**src/sv/dhfk_pkg.sv**
```systemverilog
`timescale 1ns / 1ps
`default_nettype none
// ----------------------------------------------------------------------------
// dhfk_pkg
// Constants, types and fixed-point helpers of the DH chain kinematics block.
// ----------------------------------------------------------------------------
package dhfk_pkg;

    localparam int MAX_JOINTS    = 16;
    localparam int ROT_FRAC_BITS = 14;
    localparam int JIDX_W        = (MAX_JOINTS > 1) ? $clog2(MAX_JOINTS) : 1;

    localparam int MUL_W  = 34;
    localparam int PROD_W = 2 * MUL_W;
    localparam int ACC_W  = 48;
    localparam int SIN_SH = 30 - ROT_FRAC_BITS;

    localparam logic signed [15:0] ROT_ONE16 = 16'(1 << ROT_FRAC_BITS);
    localparam logic signed [ACC_W-1:0] ROT_ONE_W = ACC_W'(1) << ROT_FRAC_BITS;
    localparam logic signed [ACC_W-1:0] RND_HALF  = ACC_W'(1) << (ROT_FRAC_BITS - 1);
    localparam logic signed [ACC_W-1:0] POS_MAX_W = ACC_W'(134217727);
    localparam logic signed [ACC_W-1:0] POS_MIN_W = -ACC_W'(134217728);

    localparam logic [MUL_W-1:0] HALF_PI_Q30 = MUL_W'(64'd1686629713);
    localparam logic [30:0]      T_ONE       = 31'(1) << 30;

    // reciprocal multipliers for the series divisors 110, 72, 42, 20, 6
    localparam logic [MUL_W-1:0] DIV_MAGIC [5] = '{
        MUL_W'(64'd4997780127), MUL_W'(64'd7635497416), MUL_W'(64'd6544712071),
        MUL_W'(64'd6871947674), MUL_W'(64'd5726623062)
    };
    localparam logic [6:0] DIV_SHIFT [5] = '{7'd39, 7'd39, 7'd38, 7'd37, 7'd35};

    // sine and link sequence steps
    localparam logic [3:0] STEP_PHI  = 4'd0;
    localparam logic [3:0] STEP_PHI2 = 4'd1;
    localparam logic [3:0] STEP_LAST = 4'd12;
    localparam logic [3:0] LINK_LAST = 4'd5;

    typedef enum logic [2:0] {
        S_IDLE,
        S_TRIG,
        S_LINK,
        S_POS,
        S_ROT,
        S_OUT
    } t_state;

    // floor((v + half) / 2^ROT_FRAC_BITS)
    function automatic logic signed [ACC_W-1:0] f_rnd(input logic signed [ACC_W-1:0] v);
        logic signed [ACC_W-1:0] s;
        s = v + RND_HALF;
        return s >>> ROT_FRAC_BITS;
    endfunction

    function automatic logic signed [15:0] f_sat_one(input logic signed [ACC_W-1:0] v);
        logic signed [15:0] r;
        if (v > ROT_ONE_W) begin
            r = ROT_ONE16;
        end else if (v < -ROT_ONE_W) begin
            r = -ROT_ONE16;
        end else begin
            r = 16'(v);
        end
        return r;
    endfunction

    function automatic logic signed [27:0] f_sat_pos(input logic signed [ACC_W-1:0] v);
        logic signed [27:0] r;
        if (v > POS_MAX_W) begin
            r = 28'(POS_MAX_W);
        end else if (v < POS_MIN_W) begin
            r = 28'(POS_MIN_W);
        end else begin
            r = 28'(v);
        end
        return r;
    endfunction

    // row-major index of a 3x3 matrix
    function automatic logic [3:0] f_idx(input logic [1:0] row, input logic [1:0] col);
        return {1'b0, row, 1'b0} + {2'b00, row} + {2'b00, col};
    endfunction

endpackage
`default_nettype wire

```
**src/sv/dh_chain_forward_kinematics.sv**
```systemverilog
`timescale 1ns / 1ps
`default_nettype none
// ----------------------------------------------------------------------------
// dh_chain_forward_kinematics
// Chains modified DH joints into a base-frame rotation and position.
//
// channel  direction  handshake           payload
// input    in         i_valid / o_ready   first_joint, link_length, link_offset,
//                                         link_twist, joint_angle
// output   out        o_valid / i_ready   pos_x..pos_z, rot_00..rot_22
//
// one shared 34x34 multiplier does all 94 products, each with an issue and a
// writeback step: 52 for four sines, 6 link, 9 position, 27 rotation
// o_ready returns the cycle after the result is loaded, so no new joint is
// taken while one is still in progress
// a result still held in the output register stalls that load
// reset restores the identity rotation and zero position
// ----------------------------------------------------------------------------
module dh_chain_forward_kinematics (
    input  logic               i_clk,
    input  logic               i_rst_n,
    input  logic               i_valid,
    output logic               o_ready,
    input  logic               i_first_joint,
    input  logic signed [23:0] i_link_length,
    input  logic signed [23:0] i_link_offset,
    input  logic [15:0]        i_link_twist,
    input  logic [15:0]        i_joint_angle,
    output logic               o_valid,
    input  logic               i_ready,
    output logic signed [27:0] o_pos_x,
    output logic signed [27:0] o_pos_y,
    output logic signed [27:0] o_pos_z,
    output logic signed [15:0] o_rot_00,
    output logic signed [15:0] o_rot_01,
    output logic signed [15:0] o_rot_02,
    output logic signed [15:0] o_rot_10,
    output logic signed [15:0] o_rot_11,
    output logic signed [15:0] o_rot_12,
    output logic signed [15:0] o_rot_20,
    output logic signed [15:0] o_rot_21,
    output logic signed [15:0] o_rot_22
);
    import dhfk_pkg::*;

    t_state r_state, n_state;
    logic r_ph, n_ph;
    logic [3:0] r_step, n_step;
    logic [1:0] r_ang, n_ang, r_i, n_i, r_j, n_j, r_k, n_k;
    logic [JIDX_W-1:0] r_jidx, n_jidx;
    logic signed [23:0] r_len, n_len, r_off, n_off;
    logic [15:0] r_twist, n_twist, r_theta, n_theta;
    logic [30:0] r_phi, n_phi, r_t, n_t;
    logic [31:0] r_phi2, n_phi2, r_v, n_v;
    logic signed [15:0] r_trig [4];
    logic signed [15:0] n_trig [4];
    logic signed [15:0] r_link [9];
    logic signed [15:0] n_link [9];
    logic signed [24:0] r_lp [3];
    logic signed [24:0] n_lp [3];
    logic signed [15:0] r_rot [9];
    logic signed [15:0] n_rot [9];
    logic signed [15:0] r_nrot [9];
    logic signed [15:0] n_nrot [9];
    logic signed [27:0] r_pos [3];
    logic signed [27:0] n_pos [3];
    logic signed [ACC_W-1:0] r_acc, n_acc;
    logic signed [PROD_W-1:0] r_prod, n_prod;
    logic r_ovalid, n_ovalid;
    logic signed [27:0] r_opos [3];
    logic signed [27:0] n_opos [3];
    logic signed [15:0] r_orot [9];
    logic signed [15:0] n_orot [9];

    logic signed [MUL_W-1:0] op_a, op_b;
    logic [15:0] ang_val;
    logic [14:0] ang_x;
    logic [2:0] hsel;
    logic [PROD_W-1:0] prod_u, quo_full;
    logic [31:0] sin_r, sin_rs;
    logic [15:0] sin_mag;
    logic signed [15:0] sin_q;
    logic signed [ACC_W-1:0] acc_sum, rnd_v;
    logic [3:0] ra_idx, rb_idx;
    logic slot_free;

    // sine datapath helpers
    assign ang_val  = (r_ang[1] ? r_theta : r_twist) + (r_ang[0] ? 16'h4000 : 16'h0000);
    assign ang_x    = ang_val[14] ? (15'd16384 - {1'b0, ang_val[13:0]})
                                  : {1'b0, ang_val[13:0]};
    assign hsel     = 3'(r_step[3:1] - 3'd1);
    assign prod_u   = r_prod;
    assign quo_full = prod_u >> DIV_SHIFT[hsel];
    assign sin_r    = r_prod[61:30];
    assign sin_rs   = (sin_r + (32'(1) << (SIN_SH - 1))) >> SIN_SH;
    assign sin_mag  = (sin_rs > 32'(ROT_ONE16)) ? ROT_ONE16 : sin_rs[15:0];
    assign sin_q    = ang_val[15] ? -$signed(sin_mag) : $signed(sin_mag);

    assign acc_sum  = r_acc + $signed(r_prod[ACC_W-1:0]);
    assign rnd_v    = f_rnd(acc_sum);
    assign ra_idx   = f_idx(r_i, (r_state == S_ROT) ? r_k : r_j);
    assign rb_idx   = f_idx(r_k, r_j);
    assign slot_free = !r_ovalid || i_ready;

    always_comb begin
        n_state  = r_state;
        n_ph     = r_ph;
        n_step   = r_step;
        n_ang    = r_ang;
        n_i      = r_i;
        n_j      = r_j;
        n_k      = r_k;
        n_jidx   = r_jidx;
        n_len    = r_len;
        n_off    = r_off;
        n_twist  = r_twist;
        n_theta  = r_theta;
        n_phi    = r_phi;
        n_phi2   = r_phi2;
        n_v      = r_v;
        n_t      = r_t;
        n_trig   = r_trig;
        n_link   = r_link;
        n_lp     = r_lp;
        n_rot    = r_rot;
        n_nrot   = r_nrot;
        n_pos    = r_pos;
        n_acc    = r_acc;
        n_opos   = r_opos;
        n_orot   = r_orot;
        n_ovalid = r_ovalid && !i_ready;
        o_ready  = (r_state == S_IDLE);
        op_a     = '0;
        op_b     = '0;

        case (r_state)
            S_IDLE: begin
                if (i_valid) begin
                    n_len   = i_link_length;
                    n_off   = i_link_offset;
                    n_twist = i_link_twist;
                    n_theta = i_joint_angle;
                    n_acc   = '0;
                    n_ph    = 1'b0;
                    n_step  = STEP_PHI;
                    n_ang   = 2'd0;
                    n_state = S_TRIG;
                    if (i_first_joint) begin
                        n_jidx = '0;
                        n_pos[0] = '0;
                        n_pos[1] = '0;
                        n_pos[2] = '0;
                        for (int e = 0; e < 9; e++) begin
                            n_rot[e] = (e == 0 || e == 4 || e == 8) ? ROT_ONE16 : '0;
                        end
                    end else if (r_jidx < JIDX_W'(MAX_JOINTS - 1)) begin
                        n_jidx = r_jidx + JIDX_W'(1);
                    end
                end
            end

            S_TRIG: begin
                case (r_step)
                    STEP_PHI: begin
                        op_a = $signed({19'b0, ang_x});
                        op_b = $signed(HALF_PI_Q30);
                    end
                    STEP_PHI2: begin
                        op_a = $signed({3'b0, r_phi});
                        op_b = $signed({3'b0, r_phi});
                    end
                    STEP_LAST: begin
                        op_a = $signed({3'b0, r_phi});
                        op_b = $signed({3'b0, r_t});
                    end
                    default: begin
                        // odd steps divide by a series constant, even ones scale by phi^2
                        if (r_step[0]) begin
                            op_a = $signed({2'b0, r_v});
                            op_b = $signed(DIV_MAGIC[hsel]);
                        end else begin
                            op_a = $signed({2'b0, r_phi2});
                            op_b = $signed({3'b0, r_t});
                        end
                    end
                endcase
                n_ph = !r_ph;
                if (r_ph) begin
                    n_step = r_step + 4'd1;
                    case (r_step)
                        STEP_PHI: begin
                            n_phi = r_prod[44:14];
                        end
                        STEP_PHI2: begin
                            n_phi2 = r_prod[61:30];
                            n_t    = T_ONE;
                        end
                        STEP_LAST: begin
                            n_trig[r_ang] = sin_q;
                            n_step = STEP_PHI;
                            n_ang  = r_ang + 2'd1;
                            if (r_ang == 2'd3) begin
                                n_state = S_LINK;
                            end
                        end
                        default: begin
                            if (r_step[0]) begin
                                n_t = T_ONE - quo_full[30:0];
                            end else begin
                                n_v = r_prod[61:30];
                            end
                        end
                    endcase
                end
            end

            S_LINK: begin
                // trig order: sin alpha, cos alpha, sin theta, cos theta
                op_a = MUL_W'(r_step[2] ? $signed(r_off) : $signed(r_trig[{1'b1, r_step[0]}]));
                if (r_step[2]) begin
                    op_b = MUL_W'(r_trig[{1'b0, r_step[0]}]);
                end else begin
                    op_b = MUL_W'(r_trig[{1'b0, !r_step[1]}]);
                end
                n_ph = !r_ph;
                if (r_ph) begin
                    n_step = r_step + 4'd1;
                    case (r_step)
                        4'd0: n_link[3] = f_sat_one(rnd_v);
                        4'd1: n_link[4] = f_sat_one(rnd_v);
                        4'd2: n_link[6] = f_sat_one(rnd_v);
                        4'd3: n_link[7] = f_sat_one(rnd_v);
                        4'd4: n_lp[1]   = 25'(-rnd_v);
                        default: begin
                            n_lp[2]   = 25'(rnd_v);
                            n_lp[0]   = 25'(r_len);
                            n_link[0] = r_trig[3];
                            n_link[1] = -r_trig[2];
                            n_link[2] = '0;
                            n_link[5] = -r_trig[0];
                            n_link[8] = r_trig[1];
                        end
                    endcase
                    if (r_step == LINK_LAST) begin
                        n_state = S_POS;
                        n_i = 2'd0;
                        n_j = 2'd0;
                    end
                end
            end

            S_POS: begin
                op_a = MUL_W'(r_rot[ra_idx]);
                op_b = MUL_W'(r_lp[r_j]);
                n_ph = !r_ph;
                if (r_ph) begin
                    if (r_j == 2'd2) begin
                        n_pos[r_i] = f_sat_pos(ACC_W'(r_pos[r_i]) + rnd_v);
                        n_acc = '0;
                        n_j   = 2'd0;
                        n_i   = r_i + 2'd1;
                        if (r_i == 2'd2) begin
                            n_i = 2'd0;
                            n_k = 2'd0;
                            n_state = S_ROT;
                        end
                    end else begin
                        n_acc = acc_sum;
                        n_j   = r_j + 2'd1;
                    end
                end
            end

            S_ROT: begin
                op_a = MUL_W'(r_rot[ra_idx]);
                op_b = MUL_W'(r_link[rb_idx]);
                n_ph = !r_ph;
                if (r_ph) begin
                    if (r_k == 2'd2) begin
                        n_nrot[f_idx(r_i, r_j)] = f_sat_one(rnd_v);
                        n_acc = '0;
                        n_k   = 2'd0;
                        n_j   = r_j + 2'd1;
                        if (r_j == 2'd2) begin
                            n_j = 2'd0;
                            n_i = r_i + 2'd1;
                            if (r_i == 2'd2) begin
                                n_state = S_OUT;
                            end
                        end
                    end else begin
                        n_acc = acc_sum;
                        n_k   = r_k + 2'd1;
                    end
                end
            end

            S_OUT: begin
                if (slot_free) begin
                    n_opos   = r_pos;
                    n_orot   = r_nrot;
                    n_rot    = r_nrot;
                    n_ovalid = 1'b1;
                    n_state  = S_IDLE;
                end
            end

            default: begin
                n_state = S_IDLE;
            end
        endcase

        n_prod = op_a * op_b;
    end

    always_ff @(posedge i_clk) begin
        if (!i_rst_n) begin
            r_state  <= S_IDLE;
            r_ph     <= 1'b0;
            r_ovalid <= 1'b0;
            r_jidx   <= '0;
            for (int e = 0; e < 3; e++) begin
                r_pos[e] <= '0;
            end
            for (int e = 0; e < 9; e++) begin
                r_rot[e] <= (e == 0 || e == 4 || e == 8) ? ROT_ONE16 : '0;
            end
        end else begin
            r_state  <= n_state;
            r_ph     <= n_ph;
            r_ovalid <= n_ovalid;
            r_jidx   <= n_jidx;
            r_pos    <= n_pos;
            r_rot    <= n_rot;
        end
    end

    always_ff @(posedge i_clk) begin
        r_step  <= n_step;
        r_ang   <= n_ang;
        r_i     <= n_i;
        r_j     <= n_j;
        r_k     <= n_k;
        r_len   <= n_len;
        r_off   <= n_off;
        r_twist <= n_twist;
        r_theta <= n_theta;
        r_phi   <= n_phi;
        r_phi2  <= n_phi2;
        r_v     <= n_v;
        r_t     <= n_t;
        r_trig  <= n_trig;
        r_link  <= n_link;
        r_lp    <= n_lp;
        r_nrot  <= n_nrot;
        r_acc   <= n_acc;
        r_prod  <= n_prod;
        r_opos  <= n_opos;
        r_orot  <= n_orot;
    end

    assign o_valid  = r_ovalid;
    assign o_pos_x  = r_opos[0];
    assign o_pos_y  = r_opos[1];
    assign o_pos_z  = r_opos[2];
    assign o_rot_00 = r_orot[0];
    assign o_rot_01 = r_orot[1];
    assign o_rot_02 = r_orot[2];
    assign o_rot_10 = r_orot[3];
    assign o_rot_11 = r_orot[4];
    assign o_rot_12 = r_orot[5];
    assign o_rot_20 = r_orot[6];
    assign o_rot_21 = r_orot[7];
    assign o_rot_22 = r_orot[8];

endmodule
`default_nettype wire

```
**config.mk**
```make
export PLATFORM = sky130hd
export DESIGN_NAME = dh_chain_forward_kinematics
export DESIGN_NICKNAME = d
export VERILOG_FILES = /design/src/sv/dhfk_pkg.sv /design/src/sv/dh_chain_forward_kinematics.sv
export SDC_FILE = /design/constraint.sdc
export NUM_CORES = 2
export LEC_CHECK = 0
export ABC_AREA = 1
export BUFFER_PORTS_ARGS = -buffer_cell sky130_fd_sc_hd__buf_2
export CAP_MARGIN = 20
export CELL_PAD_IN_SITES_DETAIL_PLACEMENT = 1
export CELL_PAD_IN_SITES_GLOBAL_PLACEMENT = 1
export CORE_ASPECT_RATIO = 0.6
export CORE_MARGIN = 1
export CORE_UTILIZATION = 50
export CTS_CLUSTER_SIZE = 28
export DETAILED_ROUTE_END_ITERATION = 8
export PLACE_DENSITY_LB_ADDON = 0.1
export SLEW_MARGIN = 20
export SYNTH_ARGS = -nofsm -noshare
export SYNTH_HDL_FRONTEND = slang
export SYNTH_SLANG_ARGS = --single-unit
```
**constraint.sdc**
```tcl
create_clock -name i_clk -period 19.3 [get_ports i_clk]
set_input_delay 2.895 -clock i_clk [delete_from_list [all_inputs] [get_ports i_clk]]
set_output_delay 2.895 -clock i_clk [all_outputs]
set_load 0.02 [all_outputs]
```
# Word-level counts from Yosys, hierarchy flattened
# Memory sizes are Yosys's and may differ from the RTL's.
# Cells that the tools add are included.
# W data, S select, Z words.
totals:
  regBits: 1205
  latch_bits: 0
  ramBits: 0
  rom_bits: 328
  inputBits: 85
  output_inout_bits: 230
  memories: 2
memory_table:
  columns: ["name", "depth", "width", "rd", "rd_ports_with_merged_regs", "write_ports", "line_no", "rtl"]
  rows:
  - ["(name not given)", 8, 34, 1, 0, 0, "dh_chain_forward_kinematics.sv:180", "op_b = $signed(DIV_MAGIC[hsel]);"]
  - ["(name not given)", 8, 7, 1, 0, 0, "dh_chain_forward_kinematics.sv:93", "assign quo_full = prod_u >> DIV_SHIFT[hsel];"]
classes:
  addsub: 22
  mul: 1
  div: 0
  n_lt_le_gt_ge: 18
  eq_ne: 30
  shift: 1
  n_mux: 123
  n_bitwise: 14
  n_reduce_logical: 50
ops:
  columns: ["operator", "count"]
  rows:
  - ["$mux W144", 3]
  - ["$mux W84", 4]
  - ["$mux W16", 20]
  - ["$pmux W144 S2", 1]
  - ["$mux W48", 5]
  - ["$mux W28", 8]
  - ["$pmux W34 S3", 2]
  - ["$mux W34", 5]
  - ["$pmux W84 S2", 1]
  - ["$bwmux W144", 1]
  - ["$pmux W48 S3", 1]
  - ["$pmux W34 S4", 1]
  - ["$bmux W16 S4", 2]
  - ["$bmux W16 S2", 3]
  - ["$bwmux W84", 1]
  - ["$mul A34 B34 Y68", 1]
  - ["$shr A68 B7 Y31", 1]
  - ["$bwmux W64", 1]
  - ["$demux W16 S4", 1]
  - ["$pmux W32 S2", 1]
  - ["$pmux W31 S2", 1]
  - ["$bmux W28 S2", 1]
  - ["$demux W28 S2", 1]
  - ["$bmux W25 S2", 1]
  - ["72 further kinds", 192]

# Logic depth before layout (Yosys ltp)
logic_depth:
  word_depth: 15
  ltp_mapped: 54
  ltp_nobuf: 52

# Worst setup path before layout
# Ideal clock, no wire load.
synth_timing:
  path_kind: "register to register"
  from: "reg r_step[0]"
  to: "reg r_link[0] in the netlist's numbering, enable pin"
  setup_time_ps: 862
  arrival_ps: 12778
  slack_ps: 5660
  path_stages_with_launch: 11
  n_path_buf: 5
  cell_sequence: "edfxtp_1 clkbuf_1 clkinv_1 clkbuf_1 clkbuf_1 buf_1 ha_1 inv_1 nor2_1 clkbuf_1 nor4_1"
synth_between:
  elab_chain_cells: 4
  word_cells_on_any_way: 8
synth_lines:
  columns: ["item", "line_no", "rtl"]
  rows:
  - ["start, declared", "dh_chain_forward_kinematics.sv:48", "logic [3:0] r_step, n_step;"]
  - ["start signal, assigned", "dh_chain_forward_kinematics.sv:339", "r_step <= n_step;"]
  - ["$eq A4 B3 Y1, or another cell as far along", "dh_chain_forward_kinematics.sv:228", "case (r_step)"]
  - ["$reduce_or A5 Y1 (no source line) (*)", null, null]
  - ["$not A1 Y1 (no source line) (*)", null, null]
  - ["$reduce_and A3 Y1 (no source line) (*)", null, null]
  - ["end signal, assigned", "dh_chain_forward_kinematics.sv:353", "r_link <= n_link;"]
  - ["end, declared", "dh_chain_forward_kinematics.sv:57", "logic signed [15:0] r_link [9];"]
# Every way passes the cells marked *; elsewhere a longest branch is shown, timed or not.
# A chain may end at the register's enable or synchronous reset.

# Final worst setup path
layout_timing:
  from: "reg r_state[1]"
  to: "reg r_prod[57], in the netlist prod_u[57]"
layout_between:
  elab_chain_cells: 9
  word_cells_on_any_way: 14
layout_lines:
  columns: ["item", "line_no", "rtl"]
  rows:
  - ["start, declared", "dh_chain_forward_kinematics.sv:46", "t_state r_state, n_state;"]
  - ["start signal, assigned", "dh_chain_forward_kinematics.sv:329", "r_state <= n_state;"]
  - ["$eq A3 B3 Y1", "dh_chain_forward_kinematics.sv:101, dh_chain_forward_kinematics.sv:136", null]
  - ["$mux W2", "dh_chain_forward_kinematics.sv:101", "assign ra_idx = f_idx(r_i, (r_state == S_ROT) ? r_k : r_j);"]
  - ["$add A4 B2 Y4", "dhfk_pkg.sv:82", "return {1'b0, row, 1'b0} + {2'b00, row} + {2'b00, col};"]
  - ["$not A4 Y5 (implied by the code)", "dh_chain_forward_kinematics.sv:253, dh_chain_forward_kinematics.sv:275", null]
  - ["$bmux W16 S4", "dh_chain_forward_kinematics.sv:253, dh_chain_forward_kinematics.sv:275", null]
  - ["$mux W16 (implied by the code) (2 in series)", "dh_chain_forward_kinematics.sv:253, dh_chain_forward_kinematics.sv:275", null]
  - ["$pmux W34 S3", "dh_chain_forward_kinematics.sv:136", "case (r_state)"]
  - ["$mul A34 B34 Y68 (*)", "dh_chain_forward_kinematics.sv:313", "n_prod = op_a * op_b;"]
  - ["net n_prod[57]", "dh_chain_forward_kinematics.sv:68", "logic signed [PROD_W-1:0] r_prod, n_prod;"]
  - ["end signal, assigned", "dh_chain_forward_kinematics.sv:357", "r_prod <= n_prod;"]
  - ["end, declared", "dh_chain_forward_kinematics.sv:68", null]
# Mark *: on every way through the listed nets, which the timed path passes. The rest lies on a longest branch. The select of a mux whose other input is x is not followed.

==> key figures <==
Status
  • Status: complete, no violations

Worst hold path
  • Hold crit path type: flop to flop
  • Hold depth: 0

Setup path
  • Slowest stage delay, CP: just over 1 ns
  • CP Class: flop to flop
  • Top cell by count, worst path: inv_1
  • R2R cell count: 46
  • Critical Path Sink Type: flop
  • CP Launch Type: flop
  • Crit path required time: 19.93 ns
  • Arrival time at the worst endpoint: ~15 ns
  • Crit-path slowest cell: clkinv_1
  • Critical path peak fanout: 31

Yosys
  • Mapped cell area: 97500 um2
  • Async SR Flop Fraction: 0%
  • Number of synthesized flops with an enable pin: between 900 and 1000
  • Number of distinct library cells after synthesis: 70
  • Syn nets: between 10000 and 15000
  • Ys Warns: 0
  • Syn avg cell area: ~8.9 um2
  • Register area share after synthesis: around 34%
  • Post-synth top flop: edfxtp_1
  • Mapped Cells: 10967
  • Yosys reg bits: between 1000 and 1500

CTS
  • Root Buffer: clkbuf_16
  • CTS tree: built
  • Num CTS Buffers: 110
  • Gates resized, CTS repair: 0
  • Cts hold-fix bufs: 0
  • Post-CTS Setup Bufs: 0
  • Clk_lat worst skew: 0.74 ns
  • CTS Sinks: 1205
  • Worst-path clk slew: about 0.070 ns
  • CTS Buffer Depth: 3
  • # H-tree levels: 3

Die
  • Die extent in y: around 340 um
  • Die Width: 572 um
  • Initial core utilization: between 50% and 60%
  • Die area: ~200000 um2
  • Core area: about 190000 um2
  • Num rows: around 130
  • Num ports: 315

GRT
  • GRT Residual Overflow: 0
  • Vias in the first global route: between 80000 and 90000
  • Initial antenna violation count: 27
  • Total GRT Usage: roughly 42%
  • Largest net degree at the start of global routing: roughly 140
  • First-pass GRT wire length: between 500 and 600 mm

Routing
  • Post-Route WL: between 400 and 500 mm
  • Vias: about 83000
  • Final ANT Viol Nets: 0
  • DR vias/cell: about 6
  • Wire per inst: about 30 um
  • Drt first pass iters: 7
  • Detailed Route Iter0 Violations: 11150
  • Remaining DRCs: 0

Place
  • RD Place Congestion: between 1 and 1.5
  • Post-DP HPWL: 328 mm
  • PortBufs: 314
  • Placement Setup Slack: 5.97 ns

STA
  • Hold Fails Final Rpt: 0
  • Worst Hold Slack: 0.425 ns
  • F_max: 69.0 MHz
  • Slew Limit Fails: 0
  • Period Utilization, post-route: roughly three quarters
  • Worst setup margin: roughly 4.8 ns
  • Final Skew: ~0.046 ns
  • Setup tns final: 0 ns
  • Final setup viols: 0
  • RSZ-0062 raised after global routing: no
  • Slew headroom: 13.9%
  • Slew @ Worst Pin: roughly 1.3 ns
  • Final min period: around 14 ns

Final layout
  • Filler cell count in the final layout: about 23000
  • Area grow syn2layout: 9.16%
  • Final core occ: a little over half
  • Final nets: 12810
  • Layout cells sized above 1: 8.42%

Flow run
  • Max-cap violations: 0
[sequential cells by signal, indices dropped and copies added, names as in the netlist, 31 cells and up]
signal / cells
r_nrot: 144
r_rot: 144
r_link: 128
r_pos: 84
r_lp: 74
prod_u: 68
r_trig: 64
r_acc: 48
r_phi2: 32
r_v: 32
r_phi: 31
r_t: 31
[cell type report]
class | instances | area (um2) | share of cell area [%]
multi-input cells | 7167 | 54800 | 51.5
flip-flops and latches | 1205 | 33200 | 31.2
inverters | 2190 | 8240 | 7.74
well taps | 2603 | 3260 | 3.06
clock buffers | 150 | 3070 | 2.88
repair buffers | 506 | 3050 | 2.87
clock inverters | 60 | 826 | 0.776
diodes | 11 | 27.5 | 0.0259
[worst paths after layout]
check	from	to	slack, ns
max	r_state[1]	prod_u[57]	4.81
min	r_len[15]	r_lp[65]	0.42
max reg2reg	r_state[1]	prod_u[57]	4.81
min reg2reg	r_len[15]	r_lp[65]	0.42
[cells by family (layout without fill, tap and decap cells)]
group | after synthesis | count (layout) | synth area share, %
AO/OA/AOI/OAI | 1353 | 1353 | 7.83
XOR/XNOR | 190 | 190 | 1.74
adder cells (fa/ha/maj) | 1545 | 1545 | 29.2
buffers and inverters | 2595 | 2906 | 10.0
flip-flops | 1205 | 1205 | 34.0
multiplexers | 14 | 14 | 0.144
other | 0 | 11 | 0
AND/OR/NAND/NOR | 4065 | 4065 | 17.0
[layout by cell type (no fill, tap or decap), types with 35 or more instances in the layout]
cell type and count:
nor3_1 84, clkbuf_16 113, nand4_1 54, clkinv_1 35, nand2_2 68, nand2_1 2506, buf_4 188, a21oi_1 595
inv_1 2126, buf_2 314, o21ai_0 437, nand3_1 202, dfxtp_1 301, a31oi_1 45, nor2_2 45, xnor2_1 47
ha_1 320, nor2_1 983, edfxtp_1 904, xor2_1 137, fa_1 1223
[layer usage]
layer | GRT usage, % | up-vias | part of all wire, %
li1 | - | 34466 | -
met1 | 63.7 | 42740 | 43
met2 | 55.9 | 5234 | 39
met3 | 18.3 | 665 | 16
met4 | 8.98 | 32 | 2.3
met5 | 2.40 | - | 0.18
[cells in the mapped netlist, types with 34 or more instances]
cell      instances  area share [%]
nor3_1           95            0.49
nand3_1         202             1.0
nor2_2           42            0.27
ha_1            321             4.1
nand2_1        2514             9.7
a221oi_1         34            0.31
a21oi_1         597             3.1
edfxtp_1        904              28
nor2_1          995             3.8
dfxtp_1         301             6.2
nand4_1          54            0.35
clkbuf_1        356             1.4
a31oi_1          45            0.29
xnor2_1          47            0.42
fa_1           1224              25
nand2_2          60            0.38
xor2_1          138             1.2
o21ai_0         439             2.3
inv_1          2137             8.2
[through the flow]
stage          cells  cell area (um2)
5_1_grt        13882           106000
3_5_place_dp   13670           102000
6_report       13892           106000
3_3_place_gp   13668           102000
2_1_floorplan  10967            97500
4_1_cts        13880           106000
[worst max-delay path, delay by kind of cell (launching register included)]
kind            cells  cell delay, ns
simple gates       13            3.15
buf+inv            13            2.79
fa+ha+maj          10            4.73
compound gates     10            3.32
flops               1            0.35
Power is left out: the tool's default activity adds up to more than one toggle a clock period on the data nets, which glitch-free logic cannot reach.
